--- src/rtl/quaternion_to_euler_unit_macros.svh ---
// ---------------------------------------------------------------------------
// quaternion to euler unit assertion macros
// concurrent checks on clk_i, disabled while rst_ni is low
// ---------------------------------------------------------------------------
`ifndef QUATERNION_TO_EULER_UNIT_MACROS_SVH
`define QUATERNION_TO_EULER_UNIT_MACROS_SVH
`ifndef SYNTH
`define Q2E_ASSERT(lbl, prop) \
  lbl: assert property (@(posedge clk_i) disable iff (!rst_ni) prop) \
    else $error("q2e assertion failed");
`define Q2E_ASSERT_IMPL(lbl, pre, post) \
  `Q2E_ASSERT(lbl, (pre) |-> (post))
`else
`define Q2E_ASSERT(lbl, prop)
`define Q2E_ASSERT_IMPL(lbl, pre, post)
`endif
`endif

--- src/rtl/q2e_pkg.sv ---
// ---------------------------------------------------------------------------
// q2e_pkg
// widths, constants, data words and arctangent table of the euler unit
// ---------------------------------------------------------------------------
`default_nettype none
package q2e_pkg;

  localparam int ZW        = 35;  // products, angle accumulator
  localparam int XW        = 44;  // normalized vector components
  localparam int NORM_TOP  = 41;  // normalized magnitude below 2^41
  localparam int TABLE_LEN = 24;
  localparam int SQRT_STEPS = 32;
  localparam int NORM_STAGES = 6;

  localparam logic [63:0] PI_Q30   = 64'd3373259426;
  localparam logic [63:0] ONE_Q30  = 64'd1073741824;
  localparam logic [63:0] ONE_Q60  = 64'd1 << 60;
  localparam int          ANG_LIMIT   = 25736;
  localparam int          HALF_PI_OUT = 12868;

  typedef struct packed {
    logic signed [XW-1:0] x;
    logic signed [XW-1:0] y;
    logic        [XW-1:0] m;
    logic                 zero;
  } norm_t;

  typedef struct packed {
    logic signed [XW-1:0] x;
    logic signed [XW-1:0] y;
    logic signed [ZW-1:0] z;
    logic                 zero;
  } rot_t;

  typedef struct packed {
    logic [63:0] v;
    logic [63:0] res;
  } sqrt_t;

  typedef struct packed {
    logic signed [ZW-1:0] sinr;
    logic signed [ZW-1:0] cosr;
    logic signed [ZW-1:0] siny;
    logic signed [ZW-1:0] cosy;
    logic signed [ZW-1:0] sinp;
  } terms_t;

  typedef struct packed {
    logic sat;
    logic pos;
  } pflag_t;

  // atan(2^-i) * 2^30, truncated
  function automatic logic signed [ZW-1:0] atan_q30(input int i);
    logic signed [ZW-1:0] r;
    case (i)
      0:  r = ZW'(64'd843314856);
      1:  r = ZW'(64'd497837829);
      2:  r = ZW'(64'd263043836);
      3:  r = ZW'(64'd133525158);
      4:  r = ZW'(64'd67021686);
      5:  r = ZW'(64'd33543515);
      6:  r = ZW'(64'd16775850);
      7:  r = ZW'(64'd8388437);
      8:  r = ZW'(64'd4194282);
      9:  r = ZW'(64'd2097149);
      10: r = ZW'(64'd1048575);
      11: r = ZW'(64'd524287);
      12: r = ZW'(64'd262143);
      13: r = ZW'(64'd131071);
      14: r = ZW'(64'd65535);
      15: r = ZW'(64'd32767);
      16: r = ZW'(64'd16383);
      17: r = ZW'(64'd8191);
      18: r = ZW'(64'd4095);
      19: r = ZW'(64'd2047);
      20: r = ZW'(64'd1023);
      21: r = ZW'(64'd511);
      22: r = ZW'(64'd255);
      23: r = ZW'(64'd127);
      default: r = '0;
    endcase
    return r;
  endfunction

endpackage
`default_nettype wire

--- src/rtl/q2e_sqrt_cell.sv ---
// ---------------------------------------------------------------------------
// q2e_sqrt_cell
// one registered bit step of the integer square root
// ---------------------------------------------------------------------------
`default_nettype none
module q2e_sqrt_cell #(
  parameter int STAGE = 0
) (
  input  wire logic            clk_i,
  input  wire q2e_pkg::sqrt_t  data_i,
  output q2e_pkg::sqrt_t       data_o
);

  localparam logic [63:0] BIT = 64'd1 << (62 - 2 * STAGE);

  q2e_pkg::sqrt_t data_d, data_q;
  logic [63:0]    trial;

  always_comb begin
    trial = data_i.res + BIT;
    if (data_i.v >= trial) begin
      data_d.v   = data_i.v - trial;
      data_d.res = (data_i.res >> 1) + BIT;
    end else begin
      data_d.v   = data_i.v;
      data_d.res = data_i.res >> 1;
    end
  end

  always_ff @(posedge clk_i) begin
    data_q <= data_d;
  end

  assign data_o = data_q;

endmodule
`default_nettype wire

--- config.mk ---
export PLATFORM = sky130hd
export DESIGN_NAME = q2e_sqrt_cell
export DESIGN_NICKNAME = d
export VERILOG_FILES = /design/src/rtl/quaternion_to_euler_unit_macros.svh /design/src/rtl/q2e_pkg.sv /design/src/rtl/q2e_sqrt_cell.sv
export SDC_FILE = /design/constraint.sdc
export NUM_CORES = 1
export LEC_CHECK = 0
export ABC_AREA = 0
export BUFFER_PORTS_ARGS = -buffer_cell sky130_fd_sc_hd__buf_4
export CORE_MARGIN = 10
export CORE_UTILIZATION = 43
export CTS_CLUSTER_DIAMETER = 40
export DETAILED_ROUTE_END_ITERATION = 10
export GPL_ROUTABILITY_DRIVEN = 0
export MAX_ROUTING_LAYER = met4
export PLACE_DENSITY = 0.77
export SLEW_MARGIN = 40
export SYNTH_ARGS = -nofsm -noshare
export SYNTH_HDL_FRONTEND = slang
export SYNTH_SLANG_ARGS = --single-unit
--- constraint.sdc ---
create_clock -name clk_i -period 8.7 [get_ports clk_i]
set_clock_uncertainty 0.2 [all_clocks]
set_input_delay 1.305 -clock clk_i [delete_from_list [all_inputs] [get_ports clk_i]]
set_output_delay 1.305 -clock clk_i [all_outputs]
set_load 0.005 [all_outputs]
Word level (Yosys, flattened, before mapping)
Index checks and enable logic that the tools add are counted.
{"block": "classes", "add_sub_neg": 3, "magnitude_cmp": 1, "muxes": 1}
{"op": "two-way mux 128 bit", "n": 1}
{"op": "adder 63 x 63 -> 64 bit, second input constant", "n": 1}
{"op": "adder 64 x 63 -> 64 bit, second input constant", "n": 1}
{"op": ">= comparator 64 bit", "n": 1}
{"op": "subtractor 64 bit", "n": 1}
{"block": "totals", "register_bits": 128, "output_inout_bits": 128, "wordCells": 8, "input_bits": 129}

Logic depth before layout (Yosys ltp)
Gate-level depths: netlist of the first run.
{"block": "logic_depth", "ltp_word": 3, "ltp_mapped": 14}

Worst setup path before layout of the first run
OpenSTA, ideal clock, no wires.
{"block": "synth_path", "kind": "in2reg", "startpoint": "input port data_i[16] (netlist name)", "endpoint": "register data_q, in the netlist data_o[124]", "t_required_ns": 8.382, "path_stages": 12, "setup_slack_ns": 4.471, "path_buffers": 0, "arrival_time_ns": 3.911, "cell_sequence": "inv_1 ha_1 and2_1 nand3_1 or3_1 a41o_1 nor3_2 o21ai_1 o41ai_4 or4b_1 a21oi_1 nor3_1"}
{"item": "from (decl)", "line_no": "q2e_sqrt_cell.sv:10", "rtl": "input wire q2e_pkg::sqrt_t data_i,"}
{"item": "to (signal assigned)", "line_no": "q2e_sqrt_cell.sv:31", "rtl": "data_q <= data_d;"}
{"item": "to (decl)", "line_no": "q2e_sqrt_cell.sv:16", "rtl": "q2e_pkg::sqrt_t data_d, data_q;"}

==> run_summary.xml, run 1 <==
<?xml version="1.0" encoding="UTF-8"?>
<metrics>
  <group name="setup_path">
    <metric name="worstPathArrival" unit="ns">4.79</metric>
    <metric name="critical_path_class" unit="">in2reg</metric>
    <metric name="worst_ep_required_time" unit="ns">8.83</metric>
    <metric name="startpoint_type" unit="">input pin</metric>
    <metric name="endpoint_kind" unit="">flip-flop</metric>
    <metric name="worst_setup_path_startpoint" unit="">data_i[64]</metric>
    <metric name="cp_max_fo" unit="">5</metric>
  </group>
  <group name="power">
    <metric name="switching_share" unit="%">28.9</metric>
    <metric name="power.static_leakage" unit="nW">4.98</metric>
    <metric name="power.internal" unit="mW">1.44</metric>
    <metric name="powerDensity" unit="nW/um^2">202</metric>
    <metric name="clock_power_share" unit="%">37.4</metric>
    <metric name="proportion_of_power_drawn_by_combinational_gates" unit="%">28.7</metric>
    <metric name="irDropWorstVdd" unit="mV">0.141</metric>
    <metric name="share_of_total_power_in_sequential_cells" unit="%">33.8</metric>
    <metric name="finalPower" unit="mW">2.03</metric>
    <metric name="net-switching-power" unit="mW">0.586</metric>
  </group>
  <group name="timing">
    <metric name="fin_hold_ws" unit="ns">0.792</metric>
    <metric name="timing.final.crit_period" unit="ns">4.65</metric>
    <metric name="headroom_to_the_max_slew_limit" unit="%">48.0</metric>
    <metric name="setup_ws" unit="ns">4.05</metric>
    <metric name="finalMaxSlewViolations" unit="">0</metric>
    <metric name="setup_tns" unit="ns">0</metric>
    <metric name="rsz0062_at_grt" unit="">false</metric>
    <metric name="final-setup-viol-count" unit="">0</metric>
    <metric name="timing.final.hold_violations" unit="">0</metric>
    <metric name="share_of_the_cycle_needed_by_the_critical_path_after_routing" unit="%">53.5</metric>
    <metric name="worst_pin_slew" unit="ns">0.771</metric>
    <metric name="achievable-frequency" unit="MHz">215</metric>
  </group>
  <group name="outcome">
    <metric name="outcome" unit="">complete, no violations</metric>
  </group>
  <group name="hold_path">
    <metric name="path_category_of_the_worst_min_delay_check" unit="">in2reg</metric>
    <metric name="timing.hold.worst_path_depth" unit="">1</metric>
    <metric name="hold-path-endpoint" unit="">data_o[30]</metric>
    <metric name="holdCritStartpoint" unit="">data_i[31]</metric>
  </group>
  <group name="cts">
    <metric name="ctsRootBufferMaster" unit="">sky130_fd_sc_hd__clkbuf_16</metric>
    <metric name="cts-buffers-inserted" unit="">17</metric>
    <metric name="tritoncts_clock_tree" unit="">yes</metric>
    <metric name="cts.path.max_buffers" unit="">2</metric>
    <metric name="clock-sinks" unit="">128</metric>
    <metric name="h_tree_depth_reported_by_cts" unit="">4</metric>
    <metric name="post_cts_resize_count" unit="">0</metric>
    <metric name="cts.hold.buffers_added" unit="">0</metric>
    <metric name="clkTransAtPathRegs" unit="ns">0.06</metric>
    <metric name="cts.repair_timing.setup_buffer_count" unit="">0</metric>
  </group>
  <group name="global_route">
    <metric name="first_pass_grt_wire_length" unit="mm">36.1</metric>
    <metric name="grt_start_max_net_pins" unit="">77</metric>
    <metric name="grt_antenna_before_repair" unit="">0</metric>
    <metric name="global_route.usage.total" unit="%">20.4</metric>
    <metric name="grt_overflow" unit="">0</metric>
    <metric name="first_global_vias" unit="">7291</metric>
  </group>
  <group name="run">
    <metric name="cap_violations" unit="">0</metric>
  </group>
  <group name="synthesis">
    <metric name="synthCells" unit="">885</metric>
    <metric name="yosys_register_bits" unit="">128</metric>
    <metric name="synth.yosys.seq_area_share" unit="%">35.0</metric>
    <metric name="syn-cell-area" unit="sq um">7330</metric>
    <metric name="synth-async-reset-ratio" unit="%">0</metric>
    <metric name="ys_warn_count" unit="">0</metric>
    <metric name="netlist_top_cells_area" unit="">sky130_fd_sc_hd__dfxtp_1 35%, sky130_fd_sc_hd__ha_1 11%, sky130_fd_sc_hd__a21oi_1 7.6%, sky130_fd_sc_hd__a21o_1 5.0%, sky130_fd_sc_hd__xnor2_1 4.3%</metric>
    <metric name="post_synth_cell_types" unit="">58</metric>
    <metric name="synth_nets" unit="">1079</metric>
    <metric name="synth_top_area_cell" unit="">sky130_fd_sc_hd__dfxtp_1</metric>
    <metric name="mapped_avg_cell_area" unit="sq um">8.28</metric>
    <metric name="yosys_most_used_dff" unit="">sky130_fd_sc_hd__dfxtp_1</metric>
    <metric name="synth-edff-count" unit="">0</metric>
    <metric name="synth_largest_type_area_fraction" unit="%">35.0</metric>
    <metric name="netlist_top_cells_count" unit="">128 x sky130_fd_sc_hd__dfxtp_1, 111 x sky130_fd_sc_hd__a21oi_1, 82 x sky130_fd_sc_hd__nor2_1, 78 x sky130_fd_sc_hd__inv_1, 64 x sky130_fd_sc_hd__ha_1</metric>
    <metric name="synth_most_common_cell" unit="">sky130_fd_sc_hd__dfxtp_1</metric>
  </group>
  <group name="drt">
    <metric name="drt_iter0_markers" unit="">414</metric>
    <metric name="drt_pass1_iterations" unit="">5</metric>
    <metric name="aggregate_routed_wire_length" unit="mm">23.2</metric>
    <metric name="routed_via_density" unit="">5.26</metric>
    <metric name="route.detailed.drc" unit="">0</metric>
    <metric name="route.vias.total" unit="">7142</metric>
    <metric name="final_antenna_net_count" unit="">0</metric>
    <metric name="avgRoutedWirePerCell" unit="um">17.1</metric>
  </group>
  <group name="floorplan">
    <metric name="fp-row-count" unit="">47</metric>
    <metric name="die_area" unit="sq um">22700</metric>
    <metric name="effective_utilization_at_floorplan" unit="%">44.0</metric>
    <metric name="core_area" unit="sq um">16600</metric>
    <metric name="chipHeight" unit="um">151</metric>
    <metric name="die_w" unit="um">151</metric>
    <metric name="io_pins" unit="">257</metric>
  </group>
  <group name="finish">
    <metric name="max_ffs_per_register" unit="">128</metric>
    <metric name="finalCoreUtilization" unit="%">60.2</metric>
    <metric name="final_layout_size_suffix_gt1_share" unit="%">27.0</metric>
    <metric name="final_nets" unit="">1319</metric>
    <metric name="synthToLayoutAreaGrowth" unit="%">36.7</metric>
    <metric name="total_non_filler_cell_area_in_the_finished_layout" unit="sq um">10000</metric>
    <metric name="post_layout_nonfiller_instances" unit="">1358</metric>
    <metric name="antenna_cells" unit="">0</metric>
  </group>
  <group name="place">
    <metric name="post-dp-hpwl" unit="mm">18.5</metric>
    <metric name="placed_cells_incl_taps" unit="">1326</metric>
    <metric name="dpl-instance-area" unit="sq um">9390</metric>
    <metric name="pre_cts_slack" unit="ns">3.70</metric>
    <metric name="portBuffers" unit="">256</metric>
  </group>
</metrics>
==> layout make-up <==
type | count | area (sq um)
Fill cell | 1506 | 6630
Tap cell | 220 | 275
Clock buffer | 24 | 502
Multi-Input combinational cell | 642 | 4320
Clock inverter | 8 | 126
Timing Repair Buffer | 258 | 1940
Inverter | 78 | 293
Sequential cell | 128 | 2560
==> power groups by stage <==
stage	logic, mW	registers [mW]	clock network, mW
3_5_place_dp	0.578	0.698	0
2_1_floorplan	0.316	0.707	0
6_report	0.582	0.685	0.758
4_1_cts	0.585	0.686	0.769
3_3_place_gp	0.572	0.695	0
5_1_grt	0.645	0.693	0.791
==> worst max-delay path: stages <==
cell	delay (ns)
sky130_fd_sc_hd__buf_4	0.11
sky130_fd_sc_hd__inv_1	0.04
sky130_fd_sc_hd__ha_1	0.19
sky130_fd_sc_hd__fa_1	0.22
sky130_fd_sc_hd__nand2b_1	0.13
sky130_fd_sc_hd__a21oi_1	0.09
sky130_fd_sc_hd__o41ai_1	0.70
sky130_fd_sc_hd__nand4bb_1	0.23
sky130_fd_sc_hd__a31oi_1	0.31
sky130_fd_sc_hd__o21ai_1	0.19
sky130_fd_sc_hd__a21oi_1	0.49
sky130_fd_sc_hd__o21ai_0	0.30
sky130_fd_sc_hd__and4_1	0.28
sky130_fd_sc_hd__nor3_1	0.19
==> cell families after synthesis <==
family	synth area share (%)
adder cells (fa/ha/maj)	11.2
buffers and inverters	6.10
AND/OR/NAND/NOR	15.5
XOR/XNOR	6.69
multiplexers	2.29
AO/OA/AOI/OAI	23.3
flip-flops	35.0
==> routing by layer <==
metal | track usage, % | up-vias | share of wire (%)
met2 | 33.9 | 237 | 49
li1 | - | 3586 | -
met3 | 5.67 | 27 | 7.1
met5 | - | - | 0
met1 | 23.3 | 3292 | 42
met4 | 6.71 | 0 | 1.6
==> layout by cell type (no fill, tap or decap), types with 5 or more instances in the layout <==
| cell type | n |
|---|---|
| sky130_fd_sc_hd__and2_1 | 10 |
| sky130_fd_sc_hd__a41oi_1 | 5 |
| sky130_fd_sc_hd__a21boi_0 | 5 |
| sky130_fd_sc_hd__inv_1 | 78 |
| sky130_fd_sc_hd__nor3_1 | 11 |
| sky130_fd_sc_hd__xnor2_1 | 36 |
| sky130_fd_sc_hd__dfxtp_1 | 128 |
| sky130_fd_sc_hd__a21o_1 | 49 |
| sky130_fd_sc_hd__o31a_1 | 5 |
| sky130_fd_sc_hd__a21oi_1 | 111 |
| sky130_fd_sc_hd__nand4_1 | 18 |
| sky130_fd_sc_hd__o21ai_0 | 40 |
| sky130_fd_sc_hd__nand3_1 | 14 |
| sky130_fd_sc_hd__xor2_1 | 20 |
| sky130_fd_sc_hd__o21bai_1 | 11 |
| sky130_fd_sc_hd__buf_4 | 258 |
| sky130_fd_sc_hd__clkbuf_8 | 5 |
| sky130_fd_sc_hd__mux2_2 | 10 |
| sky130_fd_sc_hd__nand2_1 | 52 |
| sky130_fd_sc_hd__a31oi_1 | 7 |
| sky130_fd_sc_hd__o211ai_1 | 7 |
| sky130_fd_sc_hd__nor2b_1 | 10 |
| sky130_fd_sc_hd__o21a_1 | 7 |
| sky130_fd_sc_hd__nor2_1 | 82 |
| sky130_fd_sc_hd__clkbuf_16 | 17 |
| sky130_fd_sc_hd__ha_1 | 64 |
| sky130_fd_sc_hd__and3_1 | 13 |
==> worst max-delay path by stage <==
stage / slack, ns / end / depth (start not counted)
floorplan: 4.47 / data_o[124] / 12
global placement: 3.78 / data_o[125] / 14
detailed placement: 3.70 / data_o[124] / 14
CTS: 4.13 / data_o[124] / 14
global route: 3.87 / data_o[124] / 13
finish: 4.05 / data_o[124] / 14
(Power assumes the default switching activity.)
==> run 2: changes to the inputs <==
--- a/config.mk
+++ b/config.mk
@@ -5,7 +5,7 @@
 export SDC_FILE = /design/constraint.sdc
 export NUM_CORES = 1
 export LEC_CHECK = 0
-export ABC_AREA = 0
+export ABC_AREA = 1
 export BUFFER_PORTS_ARGS = -buffer_cell sky130_fd_sc_hd__buf_4
 export CORE_MARGIN = 10
 export CORE_UTILIZATION = 43
@@ -13,7 +13,7 @@
 export DETAILED_ROUTE_END_ITERATION = 10
 export GPL_ROUTABILITY_DRIVEN = 0
 export MAX_ROUTING_LAYER = met4
-export PLACE_DENSITY = 0.77
+export PLACE_DENSITY = 0.74
 export SLEW_MARGIN = 40
 export SYNTH_ARGS = -nofsm -noshare
 export SYNTH_HDL_FRONTEND = slang
==> constraint.sdc (replaced) <==
create_clock -name clk_i -period 4.5 [get_ports clk_i]
set_clock_uncertainty 0.2 [all_clocks]
set_input_delay 0.675 -clock clk_i [delete_from_list [all_inputs] [get_ports clk_i]]
set_output_delay 0.675 -clock clk_i [all_outputs]
set_load 0.005 [all_outputs]
==> run 2 against run 1 <==
Flip-flop and latch count unchanged. Synthesized cell count is 93% higher. Clock power is 110% higher. Highest routed layer unchanged. Utilization is 3.1 points lower. Setup slack worse by 2.8 ns. Via count rose by 51%. Critical path type unchanged. Worst hold slack got worse by 0.65 ns. Design area is 25% higher. Combinational power increased by 130%. Sequential power grew 94%. Critical path depth increased by 3.
==> run_summary.xml, run 2 <==
<?xml version="1.0" encoding="UTF-8"?>
<metrics>
  <group name="global_route">
    <metric name="grtUsageMet1" unit="%">27.3</metric>
    <metric name="gr-max-usage-layer" unit="">met2</metric>
    <metric name="global_route.usage.total" unit="%">23.1</metric>
    <metric name="first_global_vias" unit="">10435</metric>
    <metric name="grt_overflow" unit="">0</metric>
    <metric name="grt_use_met3" unit="%">4.79</metric>
    <metric name="grt_antenna_before_repair" unit="">0</metric>
    <metric name="first_pass_grt_wire_length" unit="mm">52.2</metric>
    <metric name="use_met2" unit="%">37.6</metric>
    <metric name="grt_start_max_net_pins" unit="">65</metric>
  </group>
  <group name="synthesis">
    <metric name="synth_top_area_cell" unit="">sky130_fd_sc_hd__nand2_1</metric>
    <metric name="synth-edff-count" unit="">0</metric>
    <metric name="mapped_avg_cell_area" unit="sq um">5.65</metric>
    <metric name="synth.yosys.seq_area_share" unit="%">26.5</metric>
    <metric name="synth_nets" unit="">1906</metric>
    <metric name="synth_most_common_cell" unit="">sky130_fd_sc_hd__nand2_1</metric>
    <metric name="syn-cell-area" unit="sq um">9680</metric>
    <metric name="yosys_most_used_dff" unit="">sky130_fd_sc_hd__dfxtp_1</metric>
    <metric name="netlist_top_cells_area" unit="">sky130_fd_sc_hd__nand2_1 30%, sky130_fd_sc_hd__dfxtp_1 26%, sky130_fd_sc_hd__inv_1 16%, sky130_fd_sc_hd__ha_1 8.3%, sky130_fd_sc_hd__nor2_1 4.3%</metric>
    <metric name="synth_largest_type_area_fraction" unit="%">29.6</metric>
    <metric name="synth-async-reset-ratio" unit="%">0</metric>
    <metric name="ys_warn_count" unit="">0</metric>
    <metric name="synthCells" unit="">1712</metric>
    <metric name="netlist_top_cells_count" unit="">762 x sky130_fd_sc_hd__nand2_1, 401 x sky130_fd_sc_hd__inv_1, 128 x sky130_fd_sc_hd__dfxtp_1, 112 x sky130_fd_sc_hd__nor2_1, 79 x sky130_fd_sc_hd__nand3_1</metric>
    <metric name="yosys_register_bits" unit="">128</metric>
    <metric name="post_synth_cell_types" unit="">29</metric>
  </group>
  <group name="finish">
    <metric name="layout.cells.most_common" unit="">sky130_fd_sc_hd__nand2_1</metric>
    <metric name="layout.cells.most_common_list" unit="">762 x sky130_fd_sc_hd__nand2_1, 401 x sky130_fd_sc_hd__inv_1, 257 x sky130_fd_sc_hd__buf_4</metric>
    <metric name="final_layout_size_suffix_gt1_share" unit="%">16.3</metric>
    <metric name="finalCoreUtilization" unit="%">57.1</metric>
    <metric name="max_ffs_per_register" unit="">128</metric>
    <metric name="synthToLayoutAreaGrowth" unit="%">29.6</metric>
    <metric name="post_layout_nonfiller_instances" unit="">2268</metric>
    <metric name="antenna_cells" unit="">0</metric>
    <metric name="final_nets" unit="">2169</metric>
  </group>
  <group name="timing">
    <metric name="setup_tns" unit="ns">0</metric>
    <metric name="finalMaxSlewViolations" unit="">0</metric>
    <metric name="timing.final.hold_violations" unit="">0</metric>
    <metric name="final-setup-viol-count" unit="">0</metric>
    <metric name="share_of_the_cycle_needed_by_the_critical_path_after_routing" unit="%">71.3</metric>
    <metric name="achievable-frequency" unit="MHz">312</metric>
    <metric name="fin_hold_ws" unit="ns">0.146</metric>
    <metric name="worst_pin_slew" unit="ns">0.646</metric>
    <metric name="setup_ws" unit="ns">1.29</metric>
    <metric name="timing.final.crit_period" unit="ns">3.21</metric>
    <metric name="headroom_to_the_max_slew_limit" unit="%">56.9</metric>
    <metric name="rsz0062_at_grt" unit="">false</metric>
  </group>
  <group name="setup_path">
    <metric name="worstPathArrival" unit="ns">3.38</metric>
    <metric name="worstPathCellList" unit="">buf_4, ha_1, fa_1, inv_1, nand3_1, nand2_4, nand2_2, nand2_2, nand2_1, nand2_2, nand2_2, nand3_2, nand2_2, nand2_4, buf_4, nand3_2, nand2_1</metric>
    <metric name="worst_ep_required_time" unit="ns">4.67</metric>
    <metric name="startpoint_type" unit="">input pin</metric>
    <metric name="critical_path_class" unit="">in2reg</metric>
    <metric name="maximum_cell_stage_delay_along_the_critical_path" unit="ns">0.48</metric>
    <metric name="crit_top_cell" unit="">sky130_fd_sc_hd__nand2_2</metric>
    <metric name="cp_max_fo" unit="">37</metric>
    <metric name="endpoint_kind" unit="">flip-flop</metric>
    <metric name="slowest_stage" unit="">sky130_fd_sc_hd__buf_4</metric>
  </group>
  <group name="hold_path">
    <metric name="path_category_of_the_worst_min_delay_check" unit="">in2reg</metric>
  </group>
  <group name="cts">
    <metric name="h_tree_depth_reported_by_cts" unit="">4</metric>
    <metric name="cts.hold.buffers_added" unit="">0</metric>
    <metric name="cts-buffers-inserted" unit="">17</metric>
    <metric name="tritoncts_clock_tree" unit="">yes</metric>
    <metric name="cts.repair_timing.setup_buffer_count" unit="">0</metric>
    <metric name="clock-sinks" unit="">128</metric>
    <metric name="clkTransAtPathRegs" unit="ns">0.07</metric>
    <metric name="ctsRootBufferMaster" unit="">sky130_fd_sc_hd__clkbuf_16</metric>
    <metric name="cts.path.max_buffers" unit="">2</metric>
    <metric name="post_cts_resize_count" unit="">0</metric>
  </group>
  <group name="drt">
    <metric name="aggregate_routed_wire_length" unit="mm">33.1</metric>
    <metric name="routed_via_density" unit="">4.76</metric>
    <metric name="drt_iter0_markers" unit="">1112</metric>
    <metric name="route.vias.total" unit="">10799</metric>
    <metric name="final_antenna_net_count" unit="">0</metric>
    <metric name="avgRoutedWirePerCell" unit="um">14.6</metric>
    <metric name="route.detailed.drc" unit="">0</metric>
    <metric name="drt_pass1_iterations" unit="">6</metric>
  </group>
  <group name="floorplan">
    <metric name="die_area" unit="sq um">28900</metric>
    <metric name="effective_utilization_at_floorplan" unit="%">44.1</metric>
    <metric name="die_w" unit="um">170</metric>
    <metric name="chipHeight" unit="um">170</metric>
    <metric name="io_pins" unit="">257</metric>
    <metric name="core_area" unit="sq um">22000</metric>
    <metric name="fp-row-count" unit="">54</metric>
  </group>
  <group name="place">
    <metric name="portBuffers" unit="">256</metric>
    <metric name="post-dp-hpwl" unit="mm">27.8</metric>
    <metric name="pre_cts_slack" unit="ns">0.863</metric>
    <metric name="placed_cells_incl_taps" unit="">2236</metric>
  </group>
  <group name="run">
    <metric name="cap_violations" unit="">0</metric>
  </group>
  <group name="power">
    <metric name="powerDensity" unit="nW/um^2">343</metric>
    <metric name="power.static_leakage" unit="nW">7.85</metric>
    <metric name="irDropWorstVdd" unit="mV">0.237</metric>
  </group>
  <group name="outcome">
    <metric name="outcome" unit="">complete, no violations</metric>
  </group>
</metrics>
## run 2: cell types whose count changed after synthesis, sizes merged, moves of 11 or more
cell	change
nand2	+718
inv	+329
nand3	+76
a21oi	-67
a21o	-49
nor2	+37
o21ai	-35
xnor2	-34
clkbuf	-26
mux2	-14
and3	-12
o21bai	-11
## run 2: stage by stage
stage                     instance area (sq um)  total power [mW]
final                                     12500              4.31
after global routing                      12500              4.55
after CTS                                 12500              4.33
after detailed placement                  11900              2.70
after global placement                    11900              2.68
after floorplan                            9680              2.13
## run 2: path summary, 6_finish.rpt
kind	startpoint	end	slack (ns)	cells past startpoint
max	data_i[0]	data_o[109]	1.29	17
min	data_i[43]	data_o[42]	0.15	1
## run 2: cells by family after synthesis
family	synth area share [%]
xor gates and xnor gates	2.90
AOI/OAI and AO/OA	2.73
buffers and inverters	16.9
adders and majority gates	8.48
and+or+nand+nor	42.6
DFF	26.5
## run 2: area by class of cell
class                      count  area, sq um
fill                        2168         9420
multi-input combinational   1164         5480
sequential                   128         2560
timing repair buffer         257         1930
inverter                     407         1530
clock buffer                  19          453
tap                          280          350
clock inverter                13          234
## run 2: worst max-delay path: cells and delay by family
family / cells / cell delay (ns)
and+or+nand+nor: 12 / 1.29
adders and majority gates: 2 / 0.66
buffers and inverters: 3 / 0.71
## run 2: routing by layer
layer  up-vias  part of all wire [%]  wire length (um)
met2       518                    46             15200
met4         0                   3.1              1040
met1      4652                    42             14100
met3        80                   8.4              2800
li1       5549                     -                 -
met5         -                     0                 0
## run 2: power by group
part	total (mW)	switching (mW)	internal [mW]
registers	1.33	0.0435	1.29
logic	1.35	0.800	0.553
clock network	1.62	0.552	1.07
